### src/cmc_pkg.sv
`default_nettype none

package cmc_pkg;

  localparam int unsigned YearW  = 14;
  localparam int unsigned MonthW = 4;
  localparam int unsigned DayW   = 5;
  localparam int unsigned HourW  = 5;
  localparam int unsigned MinW   = 6;
  localparam int unsigned WdayW  = 3;
  localparam int unsigned CentW  = 7;

  localparam logic [YearW-1:0]  YearMin   = 14'd1000;
  localparam logic [YearW-1:0]  YearMax   = 14'd9999;
  localparam logic [MonthW-1:0] MonthLast = 4'd12;
  localparam logic [HourW-1:0]  HourLast  = 5'd23;
  localparam logic [MinW-1:0]   MinLast   = 6'd59;
  localparam logic [CentW-1:0]  YremLast  = 7'd99;

  // Reciprocals for constant division: y / 100 = (y * 5243) >> 19 for y < 16384,
  // s / 7 = (s * 18725) >> 17 for s < 16384.
  localparam logic [12:0] Recip100      = 13'd5243;
  localparam int unsigned Recip100Shift = 19;
  localparam logic [14:0] Recip7        = 15'd18725;
  localparam int unsigned Recip7Shift   = 17;

  // Command queue between front and back; depth of at least two.
  localparam int unsigned QDepth = 2;
  localparam int unsigned QPtrW  = $clog2(QDepth);
  localparam int unsigned QCntW  = $clog2(QDepth + 1);

  typedef enum logic {
    KindTick = 1'b0,
    KindLoad = 1'b1
  } kind_e;

  // Date and time, with the year also kept split as century and year in century.
  typedef struct packed {
    logic [YearW-1:0]  year;
    logic [MonthW-1:0] month;
    logic [DayW-1:0]   day;
    logic [HourW-1:0]  hour;
    logic [MinW-1:0]   minute;
    logic [CentW-1:0]  cent;
    logic [CentW-1:0]  yrem;
  } date_t;

  localparam date_t DateReset = '{
    year:   14'd2000,
    month:  4'd1,
    day:    5'd1,
    hour:   5'd0,
    minute: 6'd0,
    cent:   7'd20,
    yrem:   7'd0
  };

  typedef struct packed {
    logic  is_load;
    logic  load_ok;
    date_t date;
  } cmd_t;

  typedef struct packed {
    logic [YearW-1:0]  year;
    logic [MonthW-1:0] month;
    logic [DayW-1:0]   day;
    logic [HourW-1:0]  hour;
    logic [MinW-1:0]   minute;
    logic [WdayW-1:0]  weekday;
    logic              error;
  } res_t;

  function automatic logic leap_of(input logic [1:0] year_lo, input logic [1:0] cent_lo,
                                   input logic [CentW-1:0] yrem);
    leap_of = (year_lo == 2'd0) && ((yrem != '0) || (cent_lo == 2'd0));
  endfunction

  function automatic logic [DayW-1:0] month_len(input logic [MonthW-1:0] m, input logic leap);
    case (m) inside
      4'd1, 4'd3, 4'd5, 4'd7, 4'd8, 4'd10, 4'd12: month_len = 5'd31;
      4'd4, 4'd6, 4'd9, 4'd11:                    month_len = 5'd30;
      4'd2:    month_len = leap ? 5'd29 : 5'd28;
      default: month_len = 5'd0;
    endcase
  endfunction

  function automatic logic [WdayW-1:0] month_off(input logic [MonthW-1:0] m);
    case (m)
      4'd2:    month_off = 3'd3;
      4'd3:    month_off = 3'd2;
      4'd4:    month_off = 3'd5;
      4'd6:    month_off = 3'd3;
      4'd7:    month_off = 3'd5;
      4'd8:    month_off = 3'd1;
      4'd9:    month_off = 3'd4;
      4'd10:   month_off = 3'd6;
      4'd11:   month_off = 3'd2;
      4'd12:   month_off = 3'd4;
      default: month_off = 3'd0;
    endcase
  endfunction

endpackage

`default_nettype wire

### src/calendar_minute_counter_core.sv
// Calendar minute counter: Gregorian date and time with minute resolution.
//
// Input channel (push / full): one item per accepted push. kind_i low is a
// tick that advances the clock one minute; kind_i high is a load of the
// load_* fields, taken only when the date and time are valid and the year is
// 1000..9999. A rejected load, or a tick past 9999-12-31 23:59, leaves the
// clock unchanged and raises error_o on that item's result.
// Result channel (empty / pop): one result per item, in order: the date and
// time after the item, its weekday (0 Sunday .. 6 Saturday) and error_o.
// Path: a result shows once its item has passed the front register, command
// queue, update stage, weekday sum stage and output register.
// Throughput: one item per cycle while results are popped; the calendar update
// stage handles one command a cycle and each later stage one result a cycle.
// When pop is held low, results back up through the pipeline and the
// two-entry command queue, then full rises; nothing is lost or repeated.
// Reset: the clock reads 2000-01-01 00:00 and both channels are empty.
`default_nettype none

module calendar_minute_counter_core (
  input  logic                        clk_i,
  input  logic                        rst_ni,
  input  logic                        push,
  output logic                        full,
  input  logic                        kind_i,
  input  logic [cmc_pkg::YearW-1:0]   load_year_i,
  input  logic [cmc_pkg::MonthW-1:0]  load_month_i,
  input  logic [cmc_pkg::DayW-1:0]    load_day_i,
  input  logic [cmc_pkg::HourW-1:0]   load_hour_i,
  input  logic [cmc_pkg::MinW-1:0]    load_minute_i,
  output logic                        empty,
  input  logic                        pop,
  output logic [cmc_pkg::YearW-1:0]   cur_year_o,
  output logic [cmc_pkg::MonthW-1:0]  cur_month_o,
  output logic [cmc_pkg::DayW-1:0]    cur_day_o,
  output logic [cmc_pkg::HourW-1:0]   cur_hour_o,
  output logic [cmc_pkg::MinW-1:0]    cur_minute_o,
  output logic [cmc_pkg::WdayW-1:0]   weekday_o,
  output logic                        error_o
);
  import cmc_pkg::*;

  logic fr_valid, fr_ready;
  cmd_t fr_cmd;
  logic q_valid, q_ready;
  cmd_t q_cmd;
  logic res_valid;
  res_t res;

  // Front: register and classify items, check loads.
  cmc_front u_front (
    .clk_i         (clk_i),
    .rst_ni        (rst_ni),
    .push_i        (push),
    .full_o        (full),
    .kind_i        (kind_i),
    .load_year_i   (load_year_i),
    .load_month_i  (load_month_i),
    .load_day_i    (load_day_i),
    .load_hour_i   (load_hour_i),
    .load_minute_i (load_minute_i),
    .cmd_valid_o   (fr_valid),
    .cmd_o         (fr_cmd),
    .cmd_ready_i   (fr_ready)
  );

  // Short queue that decouples the front from the calendar back end.
  cmc_fifo u_fifo (
    .clk_i      (clk_i),
    .rst_ni     (rst_ni),
    .wr_valid_i (fr_valid),
    .wr_ready_o (fr_ready),
    .wr_data_i  (fr_cmd),
    .rd_valid_o (q_valid),
    .rd_ready_i (q_ready),
    .rd_data_o  (q_cmd)
  );

  // Back: advance or load the calendar, compute the weekday, hold the result.
  cmc_back u_back (
    .clk_i       (clk_i),
    .rst_ni      (rst_ni),
    .cmd_valid_i (q_valid),
    .cmd_ready_o (q_ready),
    .cmd_i       (q_cmd),
    .res_valid_o (res_valid),
    .res_ready_i (pop),
    .res_o       (res)
  );

  assign empty        = !res_valid;
  assign cur_year_o   = res.year;
  assign cur_month_o  = res.month;
  assign cur_day_o    = res.day;
  assign cur_hour_o   = res.hour;
  assign cur_minute_o = res.minute;
  assign weekday_o    = res.weekday;
  assign error_o      = res.error;

  // A shown result always carries a valid time of day and weekday.
  a_time_range: assert property (@(posedge clk_i) disable iff (!rst_ni)
    !empty |-> (cur_minute_o <= MinLast) && (cur_hour_o <= HourLast) &&
               (weekday_o < 3'd7))
    else $error("result carries time or weekday out of range");

  // A shown result always carries a month of 1..12, a nonzero day and a year of 1000..9999.
  a_date_range: assert property (@(posedge clk_i) disable iff (!rst_ni)
    !empty |-> (cur_month_o != '0) && (cur_month_o <= MonthLast) &&
               (cur_day_o != '0) && (cur_year_o >= YearMin) && (cur_year_o <= YearMax))
    else $error("result carries a date out of range");

  // The front only stalls while the queue is full.
  a_full_cause: assert property (@(posedge clk_i) disable iff (!rst_ni)
    full |-> fr_valid && !fr_ready)
    else $error("full raised while the command queue has room");

endmodule

`default_nettype wire

### src/cmc_front.sv
`default_nettype none

module cmc_front (
  input  logic                        clk_i,
  input  logic                        rst_ni,
  input  logic                        push_i,
  output logic                        full_o,
  input  logic                        kind_i,
  input  logic [cmc_pkg::YearW-1:0]   load_year_i,
  input  logic [cmc_pkg::MonthW-1:0]  load_month_i,
  input  logic [cmc_pkg::DayW-1:0]    load_day_i,
  input  logic [cmc_pkg::HourW-1:0]   load_hour_i,
  input  logic [cmc_pkg::MinW-1:0]    load_minute_i,
  output logic                        cmd_valid_o,
  output cmc_pkg::cmd_t               cmd_o,
  input  logic                        cmd_ready_i
);
  import cmc_pkg::*;

  logic              take;
  logic              fr_v_q, fr_v_d;
  cmd_t              cmd_q, cmd_d;
  logic [26:0]       prod100;
  logic [7:0]        cent_full;
  logic [YearW-1:0]  yrem_full;
  logic              leap;
  logic              ok;

  // Split the load year into century and year in century.
  assign prod100   = 27'(load_year_i) * 27'(Recip100);
  assign cent_full = prod100[Recip100Shift +: 8];
  assign yrem_full = load_year_i - 14'({6'd0, cent_full} * 14'd100);
  assign leap      = leap_of(load_year_i[1:0], cent_full[1:0], yrem_full[CentW-1:0]);

  assign ok = (load_year_i >= YearMin) && (load_year_i <= YearMax) &&
              (load_month_i != '0) && (load_month_i <= MonthLast) &&
              (load_day_i != '0) && (load_day_i <= month_len(load_month_i, leap)) &&
              (load_hour_i <= HourLast) && (load_minute_i <= MinLast);

  always_comb begin
    cmd_d.is_load     = (kind_e'(kind_i) == KindLoad);
    cmd_d.load_ok     = ok;
    cmd_d.date.year   = load_year_i;
    cmd_d.date.month  = load_month_i;
    cmd_d.date.day    = load_day_i;
    cmd_d.date.hour   = load_hour_i;
    cmd_d.date.minute = load_minute_i;
    cmd_d.date.cent   = cent_full[CentW-1:0];
    cmd_d.date.yrem   = yrem_full[CentW-1:0];
  end

  assign full_o      = fr_v_q && !cmd_ready_i;
  assign take        = push_i && !full_o;
  assign fr_v_d      = take || (fr_v_q && !cmd_ready_i);
  assign cmd_valid_o = fr_v_q;
  assign cmd_o       = cmd_q;

  always_ff @(posedge clk_i or negedge rst_ni) begin
    if (!rst_ni) begin
      fr_v_q <= 1'b0;
    end else begin
      fr_v_q <= fr_v_d;
    end
  end

  always_ff @(posedge clk_i) begin
    if (take) begin
      cmd_q <= cmd_d;
    end
  end

endmodule

`default_nettype wire

### src/cmc_fifo.sv
`default_nettype none

module cmc_fifo (
  input  logic          clk_i,
  input  logic          rst_ni,
  input  logic          wr_valid_i,
  output logic          wr_ready_o,
  input  cmc_pkg::cmd_t wr_data_i,
  output logic          rd_valid_o,
  input  logic          rd_ready_i,
  output cmc_pkg::cmd_t rd_data_o
);
  import cmc_pkg::*;

  cmd_t             mem_q [QDepth];
  logic [QPtrW-1:0] wr_ptr_q, rd_ptr_q;
  logic [QCntW-1:0] cnt_q;
  logic             wr_en, rd_en;

  assign wr_ready_o = (cnt_q != QCntW'(QDepth));
  assign rd_valid_o = (cnt_q != '0);
  assign wr_en      = wr_valid_i && wr_ready_o;
  assign rd_en      = rd_valid_o && rd_ready_i;
  assign rd_data_o  = mem_q[rd_ptr_q];

  always_ff @(posedge clk_i or negedge rst_ni) begin
    if (!rst_ni) begin
      wr_ptr_q <= '0;
      rd_ptr_q <= '0;
      cnt_q    <= '0;
    end else begin
      if (wr_en) begin
        wr_ptr_q <= (wr_ptr_q == QPtrW'(QDepth - 1)) ? '0 : wr_ptr_q + 1'b1;
      end
      if (rd_en) begin
        rd_ptr_q <= (rd_ptr_q == QPtrW'(QDepth - 1)) ? '0 : rd_ptr_q + 1'b1;
      end
      if (wr_en && !rd_en) begin
        cnt_q <= cnt_q + 1'b1;
      end else if (rd_en && !wr_en) begin
        cnt_q <= cnt_q - 1'b1;
      end
    end
  end

  always_ff @(posedge clk_i) begin
    if (wr_en) begin
      mem_q[wr_ptr_q] <= wr_data_i;
    end
  end

endmodule

`default_nettype wire

### src/cmc_back.sv
`default_nettype none

module cmc_back (
  input  logic          clk_i,
  input  logic          rst_ni,
  input  logic          cmd_valid_i,
  output logic          cmd_ready_o,
  input  cmc_pkg::cmd_t cmd_i,
  output logic          res_valid_o,
  input  logic          res_ready_i,
  output cmc_pkg::res_t res_o
);
  import cmc_pkg::*;

  // Calendar state
  date_t st_q, st_d;

  // Stage 1: date after the item
  logic  s1_v_q;
  date_t s1_date_q;
  logic  s1_err_q;

  // Stage 2: weekday sum before reduction mod 7
  logic             s2_v_q;
  date_t            s2_date_q;
  logic             s2_err_q;
  logic [YearW-1:0] s2_sum_q;

  // Output register
  logic  out_v_q;
  res_t  out_q;

  logic  out_rdy, s2_rdy, s1_rdy, upd;
  date_t nxt;
  logic  nxt_err, leap;

  assign out_rdy     = !out_v_q || res_ready_i;
  assign s2_rdy      = !s2_v_q || out_rdy;
  assign s1_rdy      = !s1_v_q || s2_rdy;
  assign cmd_ready_o = s1_rdy;
  assign upd         = cmd_valid_i && s1_rdy;

  assign leap = leap_of(st_q.year[1:0], st_q.cent[1:0], st_q.yrem);

  always_comb begin
    nxt     = st_q;
    nxt_err = 1'b0;
    if (cmd_i.is_load) begin
      if (cmd_i.load_ok) begin
        nxt = cmd_i.date;
      end else begin
        nxt_err = 1'b1;
      end
    end else if (st_q.minute != MinLast) begin
      nxt.minute = st_q.minute + 1'b1;
    end else if (st_q.hour != HourLast) begin
      nxt.minute = '0;
      nxt.hour   = st_q.hour + 1'b1;
    end else if (st_q.day < month_len(st_q.month, leap)) begin
      nxt.minute = '0;
      nxt.hour   = '0;
      nxt.day    = st_q.day + 1'b1;
    end else if (st_q.month != MonthLast) begin
      nxt.minute = '0;
      nxt.hour   = '0;
      nxt.day    = DayW'(1);
      nxt.month  = st_q.month + 1'b1;
    end else if (st_q.year != YearMax) begin
      nxt.minute = '0;
      nxt.hour   = '0;
      nxt.day    = DayW'(1);
      nxt.month  = MonthW'(1);
      nxt.year   = st_q.year + 1'b1;
      if (st_q.yrem == YremLast) begin
        nxt.yrem = '0;
        nxt.cent = st_q.cent + 1'b1;
      end else begin
        nxt.yrem = st_q.yrem + 1'b1;
      end
    end else begin
      nxt_err = 1'b1;
    end
  end

  assign st_d = upd ? nxt : st_q;

  // Weekday terms: January and February count against the previous year.
  logic             jf;
  logic [CentW-1:0] cent_a;
  logic [YearW-1:0] yy;
  logic [YearW:0]   sum;

  assign jf     = (s1_date_q.month < MonthW'(3));
  assign cent_a = s1_date_q.cent - CentW'(jf && (s1_date_q.yrem == '0));
  assign yy     = s1_date_q.year - YearW'(jf);
  assign sum    = {1'b0, yy} + {3'b0, yy[YearW-1:2]} - {8'd0, cent_a}
                + {10'd0, cent_a[CentW-1:2]} + {12'd0, month_off(s1_date_q.month)}
                + {10'd0, s1_date_q.day};

  // Reduce the sum mod 7.
  logic [28:0]      prod7;
  logic [11:0]      q7;
  logic [YearW-1:0] r7;

  assign prod7 = 29'(s2_sum_q) * 29'(Recip7);
  assign q7    = prod7[Recip7Shift +: 12];
  assign r7    = s2_sum_q - 14'({2'd0, q7} * 14'd7);

  always_ff @(posedge clk_i or negedge rst_ni) begin
    if (!rst_ni) begin
      st_q    <= DateReset;
      s1_v_q  <= 1'b0;
      s2_v_q  <= 1'b0;
      out_v_q <= 1'b0;
    end else begin
      st_q <= st_d;
      if (s1_rdy) begin
        s1_v_q <= upd;
      end
      if (s2_rdy) begin
        s2_v_q <= s1_v_q;
      end
      if (out_rdy) begin
        out_v_q <= s2_v_q;
      end
    end
  end

  always_ff @(posedge clk_i) begin
    if (upd) begin
      s1_date_q <= nxt;
      s1_err_q  <= nxt_err;
    end
    if (s2_rdy && s1_v_q) begin
      s2_date_q <= s1_date_q;
      s2_err_q  <= s1_err_q;
      s2_sum_q  <= sum[YearW-1:0];
    end
    if (out_rdy && s2_v_q) begin
      out_q.year    <= s2_date_q.year;
      out_q.month   <= s2_date_q.month;
      out_q.day     <= s2_date_q.day;
      out_q.hour    <= s2_date_q.hour;
      out_q.minute  <= s2_date_q.minute;
      out_q.weekday <= r7[WdayW-1:0];
      out_q.error   <= s2_err_q;
    end
  end

  assign res_valid_o = out_v_q;
  assign res_o       = out_q;

endmodule

`default_nettype wire
### config.mk
export PLATFORM = sky130hd
export DESIGN_NAME = calendar_minute_counter_core
export DESIGN_NICKNAME = d
export VERILOG_FILES = /design/src/cmc_pkg.sv /design/src/calendar_minute_counter_core.sv /design/src/cmc_front.sv /design/src/cmc_fifo.sv /design/src/cmc_back.sv
export SDC_FILE = /design/constraint.sdc
export NUM_CORES = 1
export LEC_CHECK = 0
export ABC_AREA = 1
export BUFFER_PORTS_ARGS = -buffer_cell sky130_fd_sc_hd__buf_4
export CORE_MARGIN = 2
export CORE_UTILIZATION = 30
export DETAILED_ROUTE_END_ITERATION = 8
export HOLD_SLACK_MARGIN = 0.1
export SETUP_SLACK_MARGIN = 0.3
export SYNTH_ARGS = -nofsm -noshare
export SYNTH_HDL_FRONTEND = slang
export SYNTH_HIERARCHICAL = 1
export SYNTH_SLANG_ARGS = --single-unit
### constraint.sdc
create_clock -name clk_i -period 16.3 [get_ports clk_i]
set_input_delay 0.815 -clock clk_i [delete_from_list [all_inputs] [get_ports clk_i]]
set_output_delay 0.815 -clock clk_i [all_outputs]
set_load 0.05 [all_outputs]
# After elaboration in Yosys (flattened, before gate mapping)
# Memory sizes are Yosys's and may differ from the RTL's. A register that Yosys moved wholly into a read port is not among the register bits.
# Index checks and enable logic that the tools add are counted.
dict set report totals {
  ff_bits 242
  romBits 48
  mem_count 2
  wordCells 197
  out_inout_bits 40
  mem_bits_rw 100
}
# memory words word_bits rd rd_clocked_by_memory_dff wr line_no
set memory_table {}
lappend memory_table {u_fifo.mem_q 2 50 1 0 1 cmc_fifo.sv:15} ;# cmd_t mem_q [QDepth];
lappend memory_table {{(name not given)} 16 3 1 1 0 cmc_pkg.sv:89} ;# case (m)
dict set report classes {
  n_eq_ne 30
  n_mul 4
  n_addsub 20
  n_lt_le_gt_ge 8
  muxes 42
  n_reduce_logical 46
}
# op n
set op_table {}
lappend op_table {{48-bit 2-to-1 mux} 3}
lappend op_table {{14-bit 2-to-1 mux} 5}
lappend op_table {{5-bit 2-to-1 mux} 9}
lappend op_table {{4-bit equality test (second input constant)} 10}
lappend op_table {{4-bit by 3-bit equality test with 1-bit output (second input constant)} 8}
lappend op_table {{14-bit by 15-bit multiplier with 29-bit output (second input constant)} 1}
lappend op_table {{14-bit by 5-bit adder with 14-bit output} 2}
lappend op_table {{28-bit 2-to-1 mux} 1}
lappend op_table {{14-bit by 13-bit multiplier with 27-bit output (second input constant)} 1}
lappend op_table {{23-bit 2-to-1 mux} 1}
lappend op_table {{20-bit 2-to-1 mux} 1}
lappend op_table {{1-bit logical AND} 18}
lappend op_table {{18-bit 2-to-1 mux} 1}
lappend op_table {{4-bit by 2-bit equality test with 1-bit output (second input constant)} 4}
lappend op_table {{16-bit 2-to-1 mux} 1}
lappend op_table {{14-bit by 1-bit adder with 14-bit output (second input constant)} 1}
lappend op_table {{14-bit by 12-bit adder with 14-bit output} 1}
lappend op_table {{14-bit by 3-bit adder with 14-bit output} 1}
lappend op_table {{7-bit by 1-bit adder with 7-bit output (second input constant)} 2}
lappend op_table {{14-bit by 10-bit greater-or-equal comparator with 1-bit output (second input constant)} 1}
lappend op_table {{14-bit less-or-equal comparator (second input constant)} 1}
lappend op_table {{7-bit 2-to-1 mux} 2}
lappend op_table {{14-bit inequality test (second input constant)} 1}
lappend op_table {{7-bit nonzero test} 2}
lappend op_table {{39 further kinds} 72}

# Logic depth before layout (Yosys ltp)
# Gate-level depths: netlist of run 1.
dict set report logic_depth {
  word_depth 16
  depth_mapped 38
  mapped_depth_nobuf 38
}

# By module
# The synthesis of run 1 kept the hierarchy.
# mod cells_per_inst seq_area_each_um2 area_per_inst_um2 instances
set modules_own_cells {}
lappend modules_own_cells {cmc_back 1312 5432.7 12498.2 1}
lappend modules_own_cells {cmc_front 535 1466.4 5637.9 1}
lappend modules_own_cells {cmc_fifo 290 3103.0 3975.1 1}
lappend modules_own_cells {calendar_minute_counter_core 1 0.0 3.8 1}

# Worst setup path after synthesis of run 1
# OpenSTA, ideal clock, no wires.
dict set report synth_timing {
  path_type {input -> register}
  from {input load_year_i[5] (netlist name)}
  to {register u_front.cmd_q, in the netlist u_front/cmd_o[48], data pin}
  path_buffers 0
  t_arrival_ns 6.027
  setup_slack_ns 10.018
  path_stages 30
  path_cell_list {inv_1 > fa_1 > inv_1 > ha_1 > fa_1 > fa_1 > inv_1 > fa_1 > inv_1 > ha_1 > a21o_1 > a21oi_1 > nand2_1 > a21o_2 > xnor2_1 > inv_1 > ha_1 > inv_1 > ha_1 > a21oi_1 > nand3b_1 > nand2_1 > nand3_1 > nand2_1 > nand2_1 > ha_1 > o221ai_1 > o21ai_0 > nand3_1 > a21oi_1}
}
dict set report synth_between {
  elab_chain_cells 14
  elab_cells_between_ends 21
  cone_classes {1 x add/sub; 2 x mul; 3 x order compare; 4 x mux; 11 x reduce/logical}
}
# item line_no
set synth_rtl {}
lappend synth_rtl {{from (decl)} calendar_minute_counter_core.sv:25} ;# input logic [cmc_pkg::YearW-1:0] load_year_i,
lappend synth_rtl {{14-bit by 13-bit multiplier with 27-bit output *} cmc_front.sv:30} ;# assign prod100 = 27'(load_year_i) * 27'(Recip100);
lappend synth_rtl {{net u_front.prod100[19]} cmc_front.sv:23} ;# logic [26:0] prod100;
lappend synth_rtl {{8-bit by 5-bit multiplier with 5-bit output} cmc_front.sv:32} ;# assign yrem_full = load_year_i - 14'({6'd0, cent_full} * 14'd100);
lappend synth_rtl {{7-bit subtractor} cmc_front.sv:32}
lappend synth_rtl {{7-bit nonzero test} cmc_pkg.sv:76} ;# leap_of = (year_lo == 2'd0) && ((yrem != '0) || (cent_lo == 2'd0));
lappend synth_rtl {{1-bit logical OR *} cmc_pkg.sv:76}
lappend synth_rtl {{1-bit logical AND *} cmc_pkg.sv:76}
lappend synth_rtl {{1-bit 2-to-1 mux *} cmc_pkg.sv:83} ;# 4'd2: month_len = leap ? 5'd29 : 5'd28;
lappend synth_rtl {{5-bit 2-to-1 mux * (3 in series)} cmc_pkg.sv:80} ;# case (m) inside
lappend synth_rtl {{5-bit less-or-equal comparator *} cmc_front.sv:37} ;# (load_day_i != '0) && (load_day_i <= month_len(load_month_i, leap)) &&
lappend synth_rtl {{1-bit logical AND * (2 in series)} cmc_front.sv:37}
lappend synth_rtl {{1-bit logical AND *} cmc_front.sv:38} ;# (load_hour_i <= HourLast) && (load_minute_i <= MinLast);
lappend synth_rtl {{net u_front.ok} cmc_front.sv:27} ;# logic ok;
lappend synth_rtl {{to (signal assigned)} cmc_front.sv:68} ;# cmd_q <= cmd_d;
lappend synth_rtl {{to (decl)} cmc_front.sv:22} ;# cmd_t cmd_q, cmd_d;
# The timed path passes the listed nets; every way through them passes the cells marked *.
# A chain may end at the register's enable or synchronous reset.

# Worst setup path after layout of run 1
# Ends and elaborated chain as after synthesis.

==> results.ini, run 1 <==
[clock_tree]
cts_tree=done
clk_pin_slew_ns=0.06
cts_sinks=343
cts_post_setup_buffers_inserted=0
htreeDepth=2
cts_buffer_depth=3
cts_buffers=40
cts_root_buf=clkbuf_16
ctsResizeCount=0
holdBufCountCts=0
clock_latency_ns=0.56

[worst_setup_path]
cp.arrival_ns=6.78
crit_path_end_kind=flop
r2r_start=u_back/s2_sum_q[11]$_DFFE_PP_
worst_path_largest_cell_delay_ns=0.56
cp_data_required_time_ns=16.71
start_kind=primary input
cp_max_fo=8
rr_endpoint=u_back/res_o[3]$_DFFE_PP_
critical-path-slowest-cell=fa_1
regToRegSetupSlack_ns=10.62
rr_worst_depth=19
path_common_cell=inv_1
worstSetupPathType=in -> reg

[logic_synthesis]
synth-seq-cells=343
ys_top_cells_by_area=edfxtp_1, ha_1, fa_1
synth_edf_count=284
ys_seq_area_share_pct=45.2
synth_area_per_cell_um2=10.3
synth_cell_types=59
synth_top_area_share_pct=38.6
async_flop_share_pct=16.3
netlist_area_mm2=0.0221
ys.warnings.count=6
ys.flop_type=edfxtp_1
synth_top_area_cell=edfxtp_1
syn_inst=2138
synth_fp_nets=2531

[global_routing]
antenna_found_initial=0
grt_usage_pct=12.7
use_met3_pct=1.76
grtUsageMet1_pct=17.9
grt-busiest-layer=met2
grt.overflow.total=0
first_global_vias=14000
use_met2_pct=20.2
grt_max_degree=91
grt_pass1_wl_mm=76.4

[route]
wl_per_cell_um=14.8
firstDrtPassIters=8
ant_nets=0
drc=0
first_iter_violations=922
wirelength_mm=47.6
via_per_inst=4.48
vias=14400

[layout]
drive_above_1_share_pct=12.1
multi_input_area_mm2=0.0105
regArea_mm2=0.0100
final.fill_count=7294
area_growth_pct=13.1
fin_cells=3210
n_antenna_cell=0
layout_common_cells=nand2_1, inv_1, edfxtp_1
fin_nets=2613
layout_commonest_cell=nand2_1

[timing]
period_needed_ns=6.37
max_freq_ghz=0.157
finClkSkew_ns=0.0256
period_share_pct=39.1
tightest_slew_ns=1.07
rsz0062_at_grt=false
setup_violations=0
finalHoldViolCount=0
tns_ns=0
slew_headroom_pct=28.3
maxSlewViolCount=0

[place]
port_buffers=78
placedCellCount=3137
gp_congestion=0.855
dp_hpwl_mm=35.2

[job]
drv_cap=0

[floorplan]
rows=99
coreArea_mm2=0.0730
die_x_um=276
start_util_pct=30.3
die_area_mm2=0.0759
io_pins=79
die_y_um=276

[run_status]
status=complete, no violations

[min_path]
hold_class=in -> async

## kinds of logic after synthesis
logic type / share of synthesized area, %
AO/OA/AOI/OAI: 7.31
XOR/XNOR: 2.46
adder cells (fa/ha/maj): 23.7
buffers and inverters: 7.22
flip-flops: 45.2
AND/OR/NAND/NOR: 14.1
## how the worst max path moves through the flow
stage	from	to	cells past startpoint
after floorplan	load_year_i[5]	u_front/cmd_o[48]$_DFFE_PP_	30
after global placement	load_year_i[5]	u_front/cmd_o[48]$_DFFE_PP_	31
after detailed placement	load_year_i[5]	u_front/cmd_o[48]$_DFFE_PP_	31
after CTS	load_year_i[5]	u_front/cmd_o[48]$_DFFE_PP_	31
after global routing	load_year_i[5]	u_front/cmd_o[48]$_DFFE_PP_	31
final	load_year_i[5]	u_front/cmd_o[48]$_DFFE_PP_	31
## synth_stat cells (39+ instances only)
cell	instances
a21oi_1	107
fa_1	107
ha_1	247
nand2_2	50
xor2_1	39
o21ai_0	102
inv_1	325
nand3_1	85
dfrtp_1	46
nand2_1	420
edfxtp_1	284
nor2_1	68
## metal layers
layer | vias up | part of all wire [%]
li1 | 7281 | -
met1 | 6767 | 48
met2 | 273 | 46
met3 | 65 | 4.1
met4 | 0 | 2.2
met5 | - | 0
## state kept, by name, summed over array words and instances, names as in the netlist, named ones only
register / cells
u_back/res_o: 38
u_back/res_valid_o: 1
u_back/s1_date_q: 48
u_back/s1_err_q: 1
u_back/s1_v_q: 1
u_back/s2_date_q: 34
u_back/s2_err_q: 1
u_back/s2_sum_q: 14
u_back/s2_v_q: 1
u_back/st_q: 48
u_fifo/cnt_q: 2
u_fifo/mem_q: 100
u_fifo/rd_ptr_q: 1
u_fifo/wr_ptr_q: 1
u_front/cmd_o: 48
u_front/cmd_valid_o: 1
## metrics by stage
stage                     cell area, µm²  setup slack (ns)  hold slack, ns  utilization [%]
after floorplan                    22100             10.02           0.400                -
after global placement             23700              9.50           0.400             32.5
after detailed placement           23700              9.32           0.405             32.5
after CTS                          25000              9.90           0.360             34.3
after global routing               25000              9.49           0.377             34.3
final                              25000              9.93           0.327             34.3
## final cells by class
class / instances / area share [%]
inverter: 341 / 5.16
timing repair buffer: 87 / 2.61
clock inverter: 27 / 1.01
clock buffer: 46 / 4.25
sequential: 343 / 40.0
multi-input combinational: 1407 / 42.2
tap: 959 / 4.80
## critical path, delay by kind of cell
family / cells / cell delay [ns]
fa+ha+maj: 9 / 3.44
simple gates: 7 / 0.56
xor+xnor: 1 / 0.20
buf+inv: 8 / 0.65
compound gates: 6 / 1.11
Power of run 1 is not shown: default switching activity piles up to over one toggle a cycle in this logic, so the estimate is an artifact.
==> run 2, diff against run 1 <==
==> constraint.sdc (replaced) <==
create_clock -name clk_i -period 5.9 [get_ports clk_i]
set_input_delay 0.295 -clock clk_i [delete_from_list [all_inputs] [get_ports clk_i]]
set_output_delay 0.295 -clock clk_i [all_outputs]
set_load 0.05 [all_outputs]
==> run 2 against run 1 <==
Effect of this change: final area grew 4.9%; sequential share of layout area shrank 1.9 points; cell count grew 3.2%; clock-buffer cell count grew 4; register-to-register slack lost 10 ns; worst hold slack lost 0.21 ns; critical path depth shrank 12; routed wire length grew 0.26%; worst setup slack lost 9.4 ns; global-route usage shrank 0.051 points; critical path type is now reg -> reg; critical endpoint is now u_back/res_o[3]$_DFFE_PP_; highest routed layer unchanged.
==> results.ini, run 2 (synthesis gave the netlist of run 1 again) <==
[run_status]
status=complete, no violations

[global_routing]
grt_usage_pct=12.6  ; -0.051 points
grt_pass1_wl_mm=76.3  ; -0.20%
grt_max_degree=72  ; -21%
grt.overflow.total=0  ; unchanged
antenna_found_initial=0  ; unchanged
first_global_vias=14500  ; +3.6%

[timing]
max_freq_ghz=0.186
period_share_pct=91.3
slew_headroom_pct=28.4  ; +0.096 points
rsz0062_at_grt=true
period_needed_ns=5.39
holdWs_ns=0.119  ; -0.208 ns
maxSlewViolCount=0  ; unchanged
tightest_slew_ns=1.07  ; -0.00144 ns
tns_ns=0  ; unchanged
finalHoldViolCount=0  ; unchanged
setup_violations=0  ; unchanged
finClkSkew_ns=0.0362  ; +0.0106 ns

[clock_tree]
cts_root_buf=clkbuf_16
cts_buffers=40  ; unchanged
htreeDepth=2  ; unchanged
cts_sinks=343  ; unchanged
cts_buffer_depth=3  ; unchanged
clock_latency_ns=0.58  ; +0.02 ns
cts_tree=done
clk_pin_slew_ns=0.06  ; about the same

[route]
drc=0  ; unchanged
vias=14800  ; +2.9%
firstDrtPassIters=5  ; -3
via_per_inst=4.47  ; -0.27%
ant_nets=0  ; unchanged
wirelength_mm=47.7  ; +0.26%
wl_per_cell_um=14.4  ; -2.9%
first_iter_violations=895  ; -2.9%

[worst_setup_path]
cp.arrival_ns=5.69  ; -1.09 ns
cp_data_required_time_ns=6.20  ; -10.51 ns
worstSetupPathType=reg -> reg
start_kind=flop
cp_max_fo=2  ; -6
crit_path_end_kind=flop

[floorplan]
die_x_um=276  ; unchanged
start_util_pct=30.3  ; unchanged
coreArea_mm2=0.0730  ; unchanged
rows=99  ; unchanged
die_y_um=276  ; unchanged
io_pins=79  ; unchanged
die_area_mm2=0.0759  ; unchanged

[place]
placedCellCount=3201  ; +2.0%
port_buffers=78  ; unchanged
gp_congestion=0.847  ; -0.89%
dp_hpwl_mm=35.6  ; +1.2%

[layout]
utilization_pct=36.0  ; +1.7 points
layout_commonest_cell=nand2_1
top_register=u_fifo/mem_q
largest_reg_flops=100  ; unchanged
area_growth_pct=18.6
fin_nets=2714  ; +3.9%
fin_cells=3313  ; +3.2%
drive_above_1_share_pct=17.0  ; +4.9 points
layout_common_cells=nand2_1, inv_1, edfxtp_1

[min_path]
hold_class=in -> reg

[job]
drv_cap=0  ; unchanged

run 2: cell types whose count changed in the layout (fill, tap and decap cells not counted), sizes merged:
cell         before  now
clkinv           18   14
clkinvlp          4    8
clkbuf           46   50
buf              87  158
dlygate4sd3       0   30
diode             0    1
bufinv            3    0
run 2: per-layer routing:
metal	vias to the layer above	track usage, %	wire length (µm)
met4	0	3.74	925
met1	7043	16.7	21700
met2	224	21.8	23500
li1	7481	-	-
met3	59	1.42	1590
met5	-	0	0
run 2: final cells by class:
| type | count | area [µm²] |
|---|---|---|
| Fill cell | 7212 | 46700 |
| Multi-Input combinational cell | 1407 | 11000 |
| Sequential cell | 343 | 10000 |
| Timing Repair Buffer | 188 | 1530 |
| Inverter | 341 | 1290 |
| Tap cell | 959 | 1200 |
| Clock buffer | 50 | 1060 |
| Clock inverter | 24 | 184 |
| Antenna cell | 1 | 2.50 |
run 2: worst max-delay path: stages (launching register included):
cell	delay (ns)
edfxtp_1	0.41
ha_1	0.22
fa_1	0.46
fa_1	0.53
fa_1	0.43
fa_1	0.48
fa_2	0.37
ha_1	0.18
a21o_1	0.19
a21oi_2	0.16
o31ai_1	0.09
nor2_1	0.13
nand2_1	0.11
xor2_2	0.19
buf_4	0.13
xor2_1	0.17
fa_2	0.40
xnor2_1	0.14
xor2_1	0.17
xor2_1	0.17
run 2: timing repair:
action / CTS / global route
hold buffers: 29 / 1
gates resized for setup: 4 / 61
hold endpoints to repair: 74 / 1
setup endpoints to repair: 1 / 4
buffers inserted: 2 / 5
pin swaps: 6 / 51
run 2: worst paths after layout:
| kind | cells past startpoint | endpoint | from | slack (ns) |
|---|---|---|---|---|
| worst max-delay path | 19 | u_back/res_o[3]$_DFFE_PP_ | u_back/s2_sum_q[13]$_DFFE_PP_ | 0.51 |
| min in group asynchronous | 2 | u_back/st_q[33]$_DFFE_PN0P_ | rst_ni | 0.33 |
| max in group asynchronous | 2 | u_back/st_q[39]$_DFFE_PN0P_ | rst_ni | 4.98 |
| worst min-delay path | 2 | u_front/cmd_o[39]$_DFFE_PP_ | load_year_i[5] | 0.12 |
| worst min register to register | 0 | u_back/res_o[6]$_DFFE_PP_ | u_back/s2_date_q[16]$_DFFE_PP_ | 0.42 |
| worst max register to register | 19 | u_back/res_o[3]$_DFFE_PP_ | u_back/s2_sum_q[13]$_DFFE_PP_ | 0.51 |
run 2: stage by stage:
step / area (µm²) / setup WS (ns)
after floorplan: 22200 / 0.310
after global placement: 24200 / -0.119
after detailed placement: 24200 / -0.199
after CTS: 25800 / 0.302
after global routing: 26200 / 0.149
final: 26200 / 0.511
Power of run 2 is left out for the same reason.
